File: src/pcm_frame_to_dac_sample_defines.svh
// Assertion macros used by the top-level design file.
`ifndef PCM_FRAME_TO_DAC_SAMPLE_DEFINES_SVH
`define PCM_FRAME_TO_DAC_SAMPLE_DEFINES_SVH

`ifndef SYNTHESIS
// checked outside reset
`define PCMD_ASSERT(label, prop, msg) \
  label: assert property (@(posedge clk) disable iff (!rst_n) prop) else $error(msg);
// checked in reset as well
`define PCMD_ASSERT_RST(label, prop, msg) \
  label: assert property (@(posedge clk) prop) else $error(msg);
`else
`define PCMD_ASSERT(label, prop, msg)
`define PCMD_ASSERT_RST(label, prop, msg)
`endif

`endif

File: src/pcmd_pkg.sv
package pcmd_pkg;

  localparam int BYTE_W     = 8;
  localparam int SAMPLE_W   = 12;
  localparam int VOL_W      = 9;
  localparam int CFG_IDX_W  = 2;
  localparam int CFG_DATA_W = 9;
  localparam int HELD_N     = 3;
  localparam int POS_W      = 2;
  localparam int LEN_W      = 3;

  localparam logic [SAMPLE_W-1:0] MIDSCALE = 12'd2048;
  localparam logic [SAMPLE_W-1:0] DAC_MAX  = 12'd4095;
  localparam logic [VOL_W-1:0]    UNITY_Q8 = 9'd256;

  typedef enum logic [CFG_IDX_W-1:0] {
    REG_SIXTEEN_BIT = 2'd0,
    REG_STEREO      = 2'd1,
    REG_VOLUME      = 2'd2
  } cfg_reg_t;

  typedef struct packed {
    logic sixteen_bit;
    logic stereo;
  } fmt_t;

  // one gathered frame; the last byte is the one that closed it
  typedef struct packed {
    fmt_t                          fmt;
    logic [HELD_N-1:0][BYTE_W-1:0] held;
    logic [BYTE_W-1:0]             last;
  } frame_t;

  typedef struct packed {
    logic [POS_W-1:0] pos;
    logic [LEN_W-1:0] len;
  } asm_stat_t;

endpackage

File: src/pcmd_byte_if.sv
interface pcmd_byte_if;
  import pcmd_pkg::*;

  logic              valid;
  logic              ready;
  logic [BYTE_W-1:0] data_byte;

  modport source (output valid, output data_byte, input ready);
  modport sink   (input valid, input data_byte, output ready);
endinterface

File: src/pcmd_sample_if.sv
interface pcmd_sample_if;
  import pcmd_pkg::*;

  logic                valid;
  logic                ready;
  logic [SAMPLE_W-1:0] dac_sample;

  modport source (output valid, output dac_sample, input ready);
  modport sink   (input valid, input dac_sample, output ready);
endinterface

File: src/pcmd_frame_asm.sv
module pcmd_frame_asm (
  input  logic                       clk,
  input  logic                       rst_n,
  input  pcmd_pkg::fmt_t             fmt,
  input  logic                       clr,
  input  logic                       byte_valid,
  input  logic [pcmd_pkg::BYTE_W-1:0] byte_data,
  output logic                       byte_ready,
  output logic                       frm_valid,
  output pcmd_pkg::frame_t           frm,
  input  logic                       frm_ready,
  output pcmd_pkg::asm_stat_t        stat
);
  import pcmd_pkg::*;

  logic [POS_W-1:0]  pos_r, pos_nxt;
  logic [BYTE_W-1:0] held_r [HELD_N];
  logic              frm_valid_r;
  frame_t            frm_r;
  logic [LEN_W-1:0]  len;
  logic              take;
  logic              last_byte;

  always_comb begin
    len = fmt.sixteen_bit ? 3'd2 : 3'd1;
    if (fmt.stereo) begin
      len = {len[1:0], 1'b0};
    end
  end

  assign byte_ready = !frm_valid_r || frm_ready;
  assign take       = byte_valid && byte_ready;
  assign last_byte  = ({1'b0, pos_r} + 3'd1) >= len;

  always_comb begin
    pos_nxt = pos_r;
    if (clr) begin
      pos_nxt = '0;
    end else if (take) begin
      pos_nxt = last_byte ? '0 : pos_r + 2'd1;
    end
  end

  always_ff @(posedge clk) begin
    if (!rst_n) begin
      pos_r       <= '0;
      frm_valid_r <= 1'b0;
    end else begin
      pos_r <= pos_nxt;
      if (byte_ready) begin
        frm_valid_r <= take && last_byte && !clr;
      end
    end
  end

  always_ff @(posedge clk) begin
    if (take && !last_byte) begin
      held_r[pos_r] <= byte_data;
    end
    if (take && last_byte) begin
      frm_r.fmt  <= fmt;
      for (int i = 0; i < HELD_N; i++) begin
        frm_r.held[i] <= held_r[i];
      end
      frm_r.last <= byte_data;
    end
  end

  assign frm_valid = frm_valid_r;
  assign frm       = frm_r;
  assign stat.pos  = pos_r;
  assign stat.len  = len;
endmodule

File: src/pcmd_decode.sv
module pcmd_decode (
  input  logic                          clk,
  input  logic                          rst_n,
  input  logic                          frm_valid,
  input  pcmd_pkg::frame_t              frm,
  output logic                          frm_ready,
  output logic                          smp_valid,
  output logic [pcmd_pkg::SAMPLE_W-1:0] smp,
  input  logic                          smp_ready
);
  import pcmd_pkg::*;

  logic                smp_valid_r;
  logic [SAMPLE_W-1:0] smp_r, code;
  logic [BYTE_W:0]     sum8;
  logic [BYTE_W-1:0]   x8;
  logic [15:0]         l16, r16, v16;
  logic [16:0]         sum16, adj16;

  always_comb begin
    // 8-bit unsigned: average of the channels (mono averages with itself)
    x8   = frm.fmt.stereo ? frm.held[0] : frm.last;
    sum8 = {1'b0, x8} + {1'b0, frm.last};

    // 16-bit signed little endian
    if (frm.fmt.stereo) begin
      l16 = {frm.held[1], frm.held[0]};
      r16 = {frm.last, frm.held[2]};
    end else begin
      l16 = {frm.last, frm.held[0]};
      r16 = l16;
    end
    sum16 = {l16[15], l16} + {r16[15], r16};
    // halve toward zero: bump negative sums by one before the shift
    adj16 = sum16 + {16'd0, sum16[16]};
    v16   = frm.fmt.stereo ? adj16[16:1] : l16;

    if (frm.fmt.sixteen_bit) begin
      // +32768 flips the sign bit, then keep the top 12 bits
      code = {~v16[15], v16[14:4]};
    end else begin
      code = {sum8[BYTE_W:1], 4'd0};
    end
  end

  assign frm_ready = !smp_valid_r || smp_ready;

  always_ff @(posedge clk) begin
    if (!rst_n) begin
      smp_valid_r <= 1'b0;
    end else if (frm_ready) begin
      smp_valid_r <= frm_valid;
    end
  end

  always_ff @(posedge clk) begin
    if (frm_ready && frm_valid) begin
      smp_r <= code;
    end
  end

  assign smp_valid = smp_valid_r;
  assign smp       = smp_r;
endmodule

File: src/pcmd_scale.sv
module pcmd_scale (
  input  logic                          clk,
  input  logic                          rst_n,
  input  logic [pcmd_pkg::VOL_W-1:0]    volume,
  input  logic                          smp_valid,
  input  logic [pcmd_pkg::SAMPLE_W-1:0] smp,
  output logic                          smp_ready,
  output logic                          res_valid,
  output logic [pcmd_pkg::SAMPLE_W-1:0] res,
  input  logic                          res_ready
);
  import pcmd_pkg::*;

  logic                res_valid_r;
  logic [SAMPLE_W-1:0] res_r, code;
  logic signed [12:0]  ctr;
  logic signed [9:0]   vol_s;
  logic signed [22:0]  prod, adj;
  logic signed [14:0]  q, lvl;

  always_comb begin
    ctr   = signed'({1'b0, smp}) - signed'({1'b0, MIDSCALE});
    vol_s = signed'({2'b00, volume[7:0]});
    prod  = ctr * vol_s;
    // divide by 256 toward zero
    adj   = prod + signed'({15'd0, {8{prod[22]}}});
    q     = adj[22:8];
    lvl   = q + signed'({3'b000, MIDSCALE});
    if (volume >= UNITY_Q8) begin
      code = smp;
    end else if (lvl[14]) begin
      code = '0;
    end else if (lvl > signed'({3'b000, DAC_MAX})) begin
      code = DAC_MAX;
    end else begin
      code = lvl[SAMPLE_W-1:0];
    end
  end

  assign smp_ready = !res_valid_r || res_ready;

  always_ff @(posedge clk) begin
    if (!rst_n) begin
      res_valid_r <= 1'b0;
    end else if (smp_ready) begin
      res_valid_r <= smp_valid;
    end
  end

  always_ff @(posedge clk) begin
    if (smp_ready && smp_valid) begin
      res_r <= code;
    end
  end

  assign res_valid = res_valid_r;
  assign res       = res_r;
endmodule

File: src/pcm_frame_to_dac_sample.sv
// A frame's closing beat passes the frame gather, format decode and volume scale registers.
// Throughput: one beat per cycle, stalled only by output ready; at most one sample per beat.
// Three register stages: frame gather, format decode, volume multiply and clamp.
// Reset (rst_n low at a clock edge): frame position and all stage valids clear,
// registers go to 16-bit, mono, unity volume. Held bytes keep whatever they had.
`include "pcm_frame_to_dac_sample_defines.svh"

module pcm_frame_to_dac_sample (
  input  logic                            clk,
  input  logic                            rst_n,
  input  logic                            cfg_we,
  input  logic [pcmd_pkg::CFG_IDX_W-1:0]  cfg_index,
  input  logic [pcmd_pkg::CFG_DATA_W-1:0] cfg_data,
  pcmd_byte_if.sink                       in_byte,
  pcmd_sample_if.source                   out_sample
);
  import pcmd_pkg::*;

  fmt_t                fmt_r;
  logic [VOL_W-1:0]    volume_r;
  logic                fmt_clr;
  logic                frm_valid, frm_ready;
  frame_t              frm;
  asm_stat_t           asm_stat;
  logic                smp_valid, smp_ready;
  logic [SAMPLE_W-1:0] smp;

  always_ff @(posedge clk) begin
    if (!rst_n) begin
      fmt_r.sixteen_bit <= 1'b1;
      fmt_r.stereo      <= 1'b0;
      volume_r          <= UNITY_Q8;
    end else if (cfg_we) begin
      unique case (cfg_index)
        REG_SIXTEEN_BIT: fmt_r.sixteen_bit <= cfg_data[0];
        REG_STEREO:      fmt_r.stereo      <= cfg_data[0];
        REG_VOLUME:      volume_r          <= cfg_data[VOL_W-1:0];
        default: ;
      endcase
    end
  end

  // any write to a format register throws away a part-gathered frame
  assign fmt_clr = cfg_we && (cfg_index == REG_SIXTEEN_BIT || cfg_index == REG_STEREO);

  pcmd_frame_asm u_asm (
    .clk        (clk),
    .rst_n      (rst_n),
    .fmt        (fmt_r),
    .clr        (fmt_clr),
    .byte_valid (in_byte.valid),
    .byte_data  (in_byte.data_byte),
    .byte_ready (in_byte.ready),
    .frm_valid  (frm_valid),
    .frm        (frm),
    .frm_ready  (frm_ready),
    .stat       (asm_stat)
  );

  pcmd_decode u_dec (
    .clk       (clk),
    .rst_n     (rst_n),
    .frm_valid (frm_valid),
    .frm       (frm),
    .frm_ready (frm_ready),
    .smp_valid (smp_valid),
    .smp       (smp),
    .smp_ready (smp_ready)
  );

  pcmd_scale u_scl (
    .clk       (clk),
    .rst_n     (rst_n),
    .volume    (volume_r),
    .smp_valid (smp_valid),
    .smp       (smp),
    .smp_ready (smp_ready),
    .res_valid (out_sample.valid),
    .res       (out_sample.dac_sample),
    .res_ready (out_sample.ready)
  );

  `PCMD_ASSERT_RST(a_rst_idle, !rst_n |=> !out_sample.valid && !frm_valid && !smp_valid,
    "pipeline not empty after reset")
  `PCMD_ASSERT(a_pos_in_frame, {1'b0, asm_stat.pos} < asm_stat.len,
    "frame position beyond frame length")
  `PCMD_ASSERT(a_fmt_clr, fmt_clr |=> asm_stat.pos == '0,
    "format write did not restart the frame")
  `PCMD_ASSERT(a_out_source, $rose(out_sample.valid) |-> $past(smp_valid),
    "sample appeared without a decoded sample behind it")
endmodule

File: src/flat_wrapper.sv
// flat-port wrapper written by rule: the top's interface ports become plain ports
module pcm_frame_to_dac_sample_flat import pcmd_pkg::*;
  (clk, rst_n, cfg_we, cfg_index, cfg_data, in_byte_valid, in_byte_data_byte, in_byte_ready, out_sample_valid, out_sample_dac_sample, out_sample_ready);
  pcmd_byte_if in_byte_i ();
  pcmd_sample_if out_sample_i ();
  input  logic clk;
  input  logic rst_n;
  input  logic cfg_we;
  input  logic [pcmd_pkg::CFG_IDX_W-1:0] cfg_index;
  input  logic [pcmd_pkg::CFG_DATA_W-1:0] cfg_data;
  input wire logic [$bits(in_byte_i.valid)-1:0] in_byte_valid;
  input wire logic [$bits(in_byte_i.data_byte)-1:0] in_byte_data_byte;
  output wire logic [$bits(in_byte_i.ready)-1:0] in_byte_ready;
  output wire logic [$bits(out_sample_i.valid)-1:0] out_sample_valid;
  output wire logic [$bits(out_sample_i.dac_sample)-1:0] out_sample_dac_sample;
  input wire logic [$bits(out_sample_i.ready)-1:0] out_sample_ready;
  assign in_byte_i.valid = in_byte_valid;
  assign in_byte_i.data_byte = in_byte_data_byte;
  assign in_byte_ready = in_byte_i.ready;
  assign out_sample_valid = out_sample_i.valid;
  assign out_sample_dac_sample = out_sample_i.dac_sample;
  assign out_sample_i.ready = out_sample_ready;
  pcm_frame_to_dac_sample u_core (.clk(clk), .rst_n(rst_n), .cfg_we(cfg_we), .cfg_index(cfg_index), .cfg_data(cfg_data), .in_byte(in_byte_i), .out_sample(out_sample_i));
endmodule
File: config.mk
export PLATFORM = sky130hd
export DESIGN_NAME = pcm_frame_to_dac_sample_flat
export DESIGN_NICKNAME = d
export VERILOG_FILES = /design/src/pcmd_pkg.sv /design/src/pcmd_byte_if.sv /design/src/pcmd_sample_if.sv /design/src/pcmd_frame_asm.sv /design/src/pcmd_decode.sv /design/src/pcmd_scale.sv /design/src/pcm_frame_to_dac_sample.sv /design/src/flat_wrapper.sv
export VERILOG_INCLUDE_DIRS = /design/src /design/src/src
export SDC_FILE = /design/constraint.sdc
export NUM_CORES = 1
export LEC_CHECK = 0
export ABC_CLOCK_PERIOD_IN_PS = 15500
export BUFFER_PORTS_ARGS = -buffer_cell sky130_fd_sc_hd__buf_2
export CORE_ASPECT_RATIO = 0.6
export CORE_MARGIN = 2
export CORE_UTILIZATION = 54
export CTS_CLUSTER_SIZE = 24
export DETAILED_ROUTE_END_ITERATION = 8
export PLACE_DENSITY = 0.72
export SYNTH_ARGS = -nofsm -noshare
export SYNTH_HDL_FRONTEND = slang
export SYNTH_SLANG_ARGS = --single-unit
File: constraint.sdc
create_clock -name clk -period 15.5 [get_ports clk]
set_input_delay 0.775 -clock clk [delete_from_list [all_inputs] [get_ports clk]]
set_output_delay 0.775 -clock clk [all_outputs]
set_load 0.005 [all_outputs]
# == Word-level counts from Yosys, hierarchy flattened ==
# Memories as Yosys holds them, arrays and structs flattened. A register that Yosys moved wholly into a read port is not among the register bits.
# Cells that the tools add are included.
# word_totals
mem_bits_rw,24
in_bits,24
out_inout_bits,14
n_memories,1
regBits,50
word_cells,64
# op_classes
muxes,13
n_reduce_logical,21
n_addsub,8
n_bitwise,2
n_lt_le_gt_ge,3
n_eq_ne,2
mul,1
# mem_list
name,words,word_bits,rd,rd_ports_with_merged_regs,write_ports,line,source
u_core.u_asm.held_r,3,8,3,3,1,pcmd_frame_asm.sv:17,logic [BYTE_W-1:0] held_r [HELD_N];
# op_table
operator,n
2-to-1 mux 12 bit,4
2-to-1 mux 16 bit,2
adder 22 x 9 -> 23 bit,1
multiplier 13 x 9 -> 22 bit,1
adder 16 x 16 -> 17 bit,1
adder 17 x 1 -> 17 bit,1
2-to-1 mux 8 bit,2
adder 15 x 13 -> 15 bit (second input constant),1
greater-than comparator 15 x 13 -> 1 bit (second input constant),1
subtractor 12 x 12 -> 13 bit (second input constant),1
adder 8 x 8 -> 9 bit,1
>= comparator 9 bit (second input constant),1
logical AND 1 bit,7
AND reduction 2 bit,3
logical NOT 1 bit,5
logical OR 1 bit,4
2-to-1 mux 2 bit,2
adder 2 x 1 -> 3 bit (second input constant),1
>= comparator 3 bit,1
2-to-1 mux 3 bit,1
adder 2 x 1 -> 2 bit (second input constant),1
equality test 2 x 1 -> 1 bit (second input constant),1
equality test 2 bit (second input constant),1
logical NOT 2 bit,1
3 further kinds,5

# == Depth between registers and ports, before layout ==
# logic_depth
word_depth,8
ltp_mapped,32
mapped_depth_nobuf,32

# == Modules after synthesis ==
# Synthesis repeated with hierarchy kept, for this count alone.
# unflattened
hier_cells,1092
area_unflattened_um2,10241.1
# modules_own_cells
module,cells_each,area_each_um2,n_inst,seq_area_each_um2
pcmd_scale,647,5373.9,1,380.4
pcmd_decode,301,2312.2,1,380.4
pcmd_frame_asm,94,2087.0,1,1801.7
pcm_frame_to_dac_sample,50,467.9,1,220.2

# == Least setup slack after synthesis ==
# No wires, ideal clock.
# synth_timing
path_type,reg-to-reg
start,register u_core.volume_r[0]
end,register u_core.u_scl.res_r[11] (netlist: u_core.u_scl.res[11]) (data pin)
setup_slack_ns,8.236
path_stages_with_launch,31
setup_time_ns,0.157
n_path_buf,1
arrival_time_ns,7.107
required_time_ns,15.343
synth_period_minus_slack_ns,7.264
path_cell_list,dfxtp_1 -> clkbuf_1 -> nand2_1 -> inv_1 -> fa_1 -> inv_1 -> fa_1 -> fa_1 -> fa_1 -> inv_1 -> ha_1 -> a211oi_1 -> o21bai_1 -> a21oi_1 -> nand3_1 -> nand2_1 -> inv_2 -> ha_1 -> a21o_1 -> nor2_1 -> a211oi_1 -> a31oi_4 -> a2111oi_4 -> xnor2_1 -> ha_1 -> and3_1 -> nand3_1 -> mux2_2 -> o41ai_2 -> o211ai_1 -> a32oi_1
# synth_via
elab_chain_cells,7
elab_cells_between_ends,8
classes_between,2 x add/sub; 1 x mul; 2 x order compare; 3 x mux
# synth_rtl
element,line,source
start: declaration,pcm_frame_to_dac_sample.sv:20,logic [VOL_W-1:0] volume_r;
start signal: assignment,pcm_frame_to_dac_sample.sv:37,REG_VOLUME: volume_r <= cfg_data[VOL_W-1:0];
multiplier 13 x 9 -> 22 bit,pcmd_scale.sv:24,prod = ctr * vol_s;
adder 22 x 9 -> 23 bit,pcmd_scale.sv:26,"adj = prod + signed'({15'd0, {8{prod[22]}}});"
adder 15 x 13 -> 15 bit,pcmd_scale.sv:28,"lvl = q + signed'({3'b000, MIDSCALE});"
greater-than comparator 15 x 13 -> 1 bit,pcmd_scale.sv:33,"end else if (lvl > signed'({3'b000, DAC_MAX})) begin"
2-to-1 mux 12 bit,pcmd_scale.sv:33,
2-to-1 mux 12 bit,pcmd_scale.sv:31,end else if (lvl[14]) begin
2-to-1 mux 12 bit *,pcmd_scale.sv:29,if (volume >= UNITY_Q8) begin
via u_core.u_scl.code[11],pcmd_scale.sv:15,"logic [SAMPLE_W-1:0] res_r, code;"
end signal: assignment,pcmd_scale.sv:52,res_r <= code;
end: declaration,pcmd_scale.sv:15,
# The timed path passes the listed nets; every way through them passes the cells marked *.
# A chain may end at the register's enable or synchronous reset.

# == Worst setup path in the final report ==
# layout_timing
start,register u_core.volume_r[1]
end,register u_core.u_scl.res_r[11] (netlist: u_core.u_scl.res[11]) (data pin)
# The elaborated chain is that of the path after synthesis.

==> results_dict.tcl <==
set metrics [dict create \
    slew_violations 0 \
    cp_max_fo 13 \
    clockBufferDepth 2 \
    fp.dieW_um 177 \
    yosysTopAreaCell "edfxtp_1" \
    clock-sinks 98 \
    dr.first_iter.drc_count 759 \
    grt_usage_pct 25.5 \
    hpwl_um 18100 \
    grt_pass1_wl_um 37300 \
    rows 37 \
    routed_via_density 5.72 \
    synth_area_leaders "edfxtp_1 (25%), fa_1 (17%), ha_1 (10%)" \
    ios 38 \
    critPathRequiredTime_ps 15700 \
    remaining_drc_errors 0 \
    ant_nets 0 \
    tritoncts "done" \
    cp_slowest_cell "fa_1" \
    fp.coreArea_mm2 0.0174 \
    layout.cells.most_common_list "inv_1 (138), nand2_1 (123), fa_1 (82), edfxtp_1 (82), ha_1 (79)" \
    avgSynthCellArea_um2 9.70 \
    async_reset_ff_share_pct 0 \
    p_leak_uw 0.00467 \
    post_dp_cell_area_mm2 0.0101 \
    rsz0062_at_grt "false" \
    peakVddDrop_mv 0.0720 \
    ys_warn_count 0 \
    post_cts_resized 0 \
    clkTransAtPathRegs_ps 90 \
    layout_commonest_cell "inv_1" \
    clock_skew_ps 13.0 \
    drt_first_pass_iters 5 \
    globalplace.congestion 0.935 \
    fin_crit_sh_pct 52.6 \
    start_util_pct 55.9 \
    synth_top_area_share_pct 25.4 \
    finalHoldViolations 0 \
    ys_types 81 \
    final.setup.tns_ps 0 \
    period_needed_ps 8160 \
    totalWireLength_um 22400 \
    wl_per_cell_um 17.7 \
    ys.flop_type "edfxtp_1" \
    postLayoutCellArea_mm2 0.0104 \
    antenna_cells 0 \
    setup_viol 0 \
    ctsHtreeMaxLevel 3 \
    syn_nets 1186 \
    fmax_ghz 0.123 \
    netlist_area_mm2 0.00971 \
    synth_cells 1001 \
    synth_edf_count 82 \
    grt_pass1_vias 6993 \
    die_h_um 108 \
    ctsRootBufferMaster "clkbuf_16" \
    cts_hold_buf 0 \
    cpMostUsedCell "fa_1" \
    hold_path.class "reg -> reg" \
    critPathLaunchType "flop" \
    drv_cap 0 \
    fin_nets 1210 \
    yosysSeqAreaShare_pct 28.7 \
    power_density_mw_per_mm2 80.9 \
    drive_gt1_share_pct 9.90 \
    critPathKind "reg -> reg" \
    antenna_found_initial 0 \
    synth_seq_cells 98 \
    critPathMaxStageDelay_ps 610 \
    clk_latency_ps 360 \
    grt_max_degree 39 \
    end_kind "flop" \
    die-area_mm2 0.0191 \
    cts_buffers 9 \
    portBuffers 37 \
    arrival_ps 8360 \
    slew_headroom_pct 22.1 \
    run_status "finished, final reports clean" \
    grt_remaining_overflow 0 \
    worst_slew_pin_slew_ps 1160 \
    post_cts_buffers 0 \
    area_growth_syn_to_layout_pct 7.29 \
    vias 7229 \
]
-- final cells by class --
class                           count  area [um2]
Clock buffer                        9         225
Clock inverter                      7        78.8
Fill cell                        1514        6940
Inverter                          139         522
Multi-Input combinational cell    735        6290
Sequential cell                    98        2780
Tap cell                          234         293
Timing Repair Buffer               42         223
-- kinds of logic after synthesis --
family	after synthesis	synth area share [%]
and+or+nand+nor	311	16.3
AOI/OAI and AO/OA	187	14.0
buffers and inverters	168	6.55
adders and majority gates	161	27.1
DFF	98	28.7
xor gates and xnor gates	53	4.86
muxes	23	2.54
-- stage by stage --
stage | setup slack, ps | power (uW) | cells | hold WS (ps) | utilization [%]
after floorplan | 8240 | 542 | 1001 | 400 | -
after global placement | 7690 | 607 | 1248 | 401 | 58.3
after detailed placement | 7450 | 610 | 1248 | 405 | 58.3
after CTS | 7440 | 840 | 1264 | 418 | 60.0
after global routing | 6880 | 893 | 1264 | 424 | 60.0
final | 7340 | 843 | 1264 | 420 | 60.0
-- worst paths after layout --
check,startpoint,to,slack (ps),depth (start not counted)
worst max-delay path,u_core.volume_r[1],u_core.u_scl.res[11],7340,28
worst min register to register,u_core.u_asm.held_r[0][5],u_core.u_asm.frm[13],420,0
worst max register to register,u_core.volume_r[1],u_core.u_scl.res[11],7340,28
worst min-delay path,u_core.u_asm.held_r[0][5],u_core.u_asm.frm[13],420,0
-- per-layer routing --
metal | wire length [um] | track usage (%)
met2 | 8240 | 33.1
met1 | 12000 | 43.2
met5 | 0 | 0
met4 | 137 | 3.31
met3 | 2010 | 4.98
-- Yosys cell counts (all sizes together) (5+ instances only) --
cell     instances
inv            139
nand2          123
edfxtp          82
fa              82
ha              79
a21oi           53
and2            53
xnor2           38
o21ai           37
nor2            32
nor2b           30
clkbuf          23
dfxtp           16
nand3           15
xor2            15
a21o            14
mux2            13
nor3            13
mux2i           10
nand4           10
o21bai           9
a211oi           8
o21a             8
a2111oi          7
and3             7
a31oi            6
buf              6
nand2b           6
o211a            6
or3              5
-- where the power goes --
part	switching, uW	leakage [uW]	internal, uW	total, uW
Combinational	178	0.00364	113	291
Sequential	16.1	0.000880	306	322
Clock	114	0.000148	115	229
-- worst max-delay path: cells and delay by family, from the launching register on --
kind	cells	cell delay, ps
adders and majority gates	7	3060
AOI/OAI and AO/OA	10	2340
and+or+nand+nor	6	1000
DFF	1	590
buffers and inverters	3	430
muxes	1	310
xor gates and xnor gates	1	240
-- flip-flops by register name (all words and copies together) (netlist names) --
name	count
u_core.u_asm.frm	34
u_core.u_asm.held_r	24
u_core.u_dec.smp	12
u_core.u_scl.res	12
u_core.volume_r	9
u_core.fmt_r	2
u_core.u_asm.pos_r	2
u_core.u_asm.frm_valid	1
u_core.u_dec.smp_valid	1
u_core.u_scl.res_valid	1
Power figures use the tool's default switching activity.
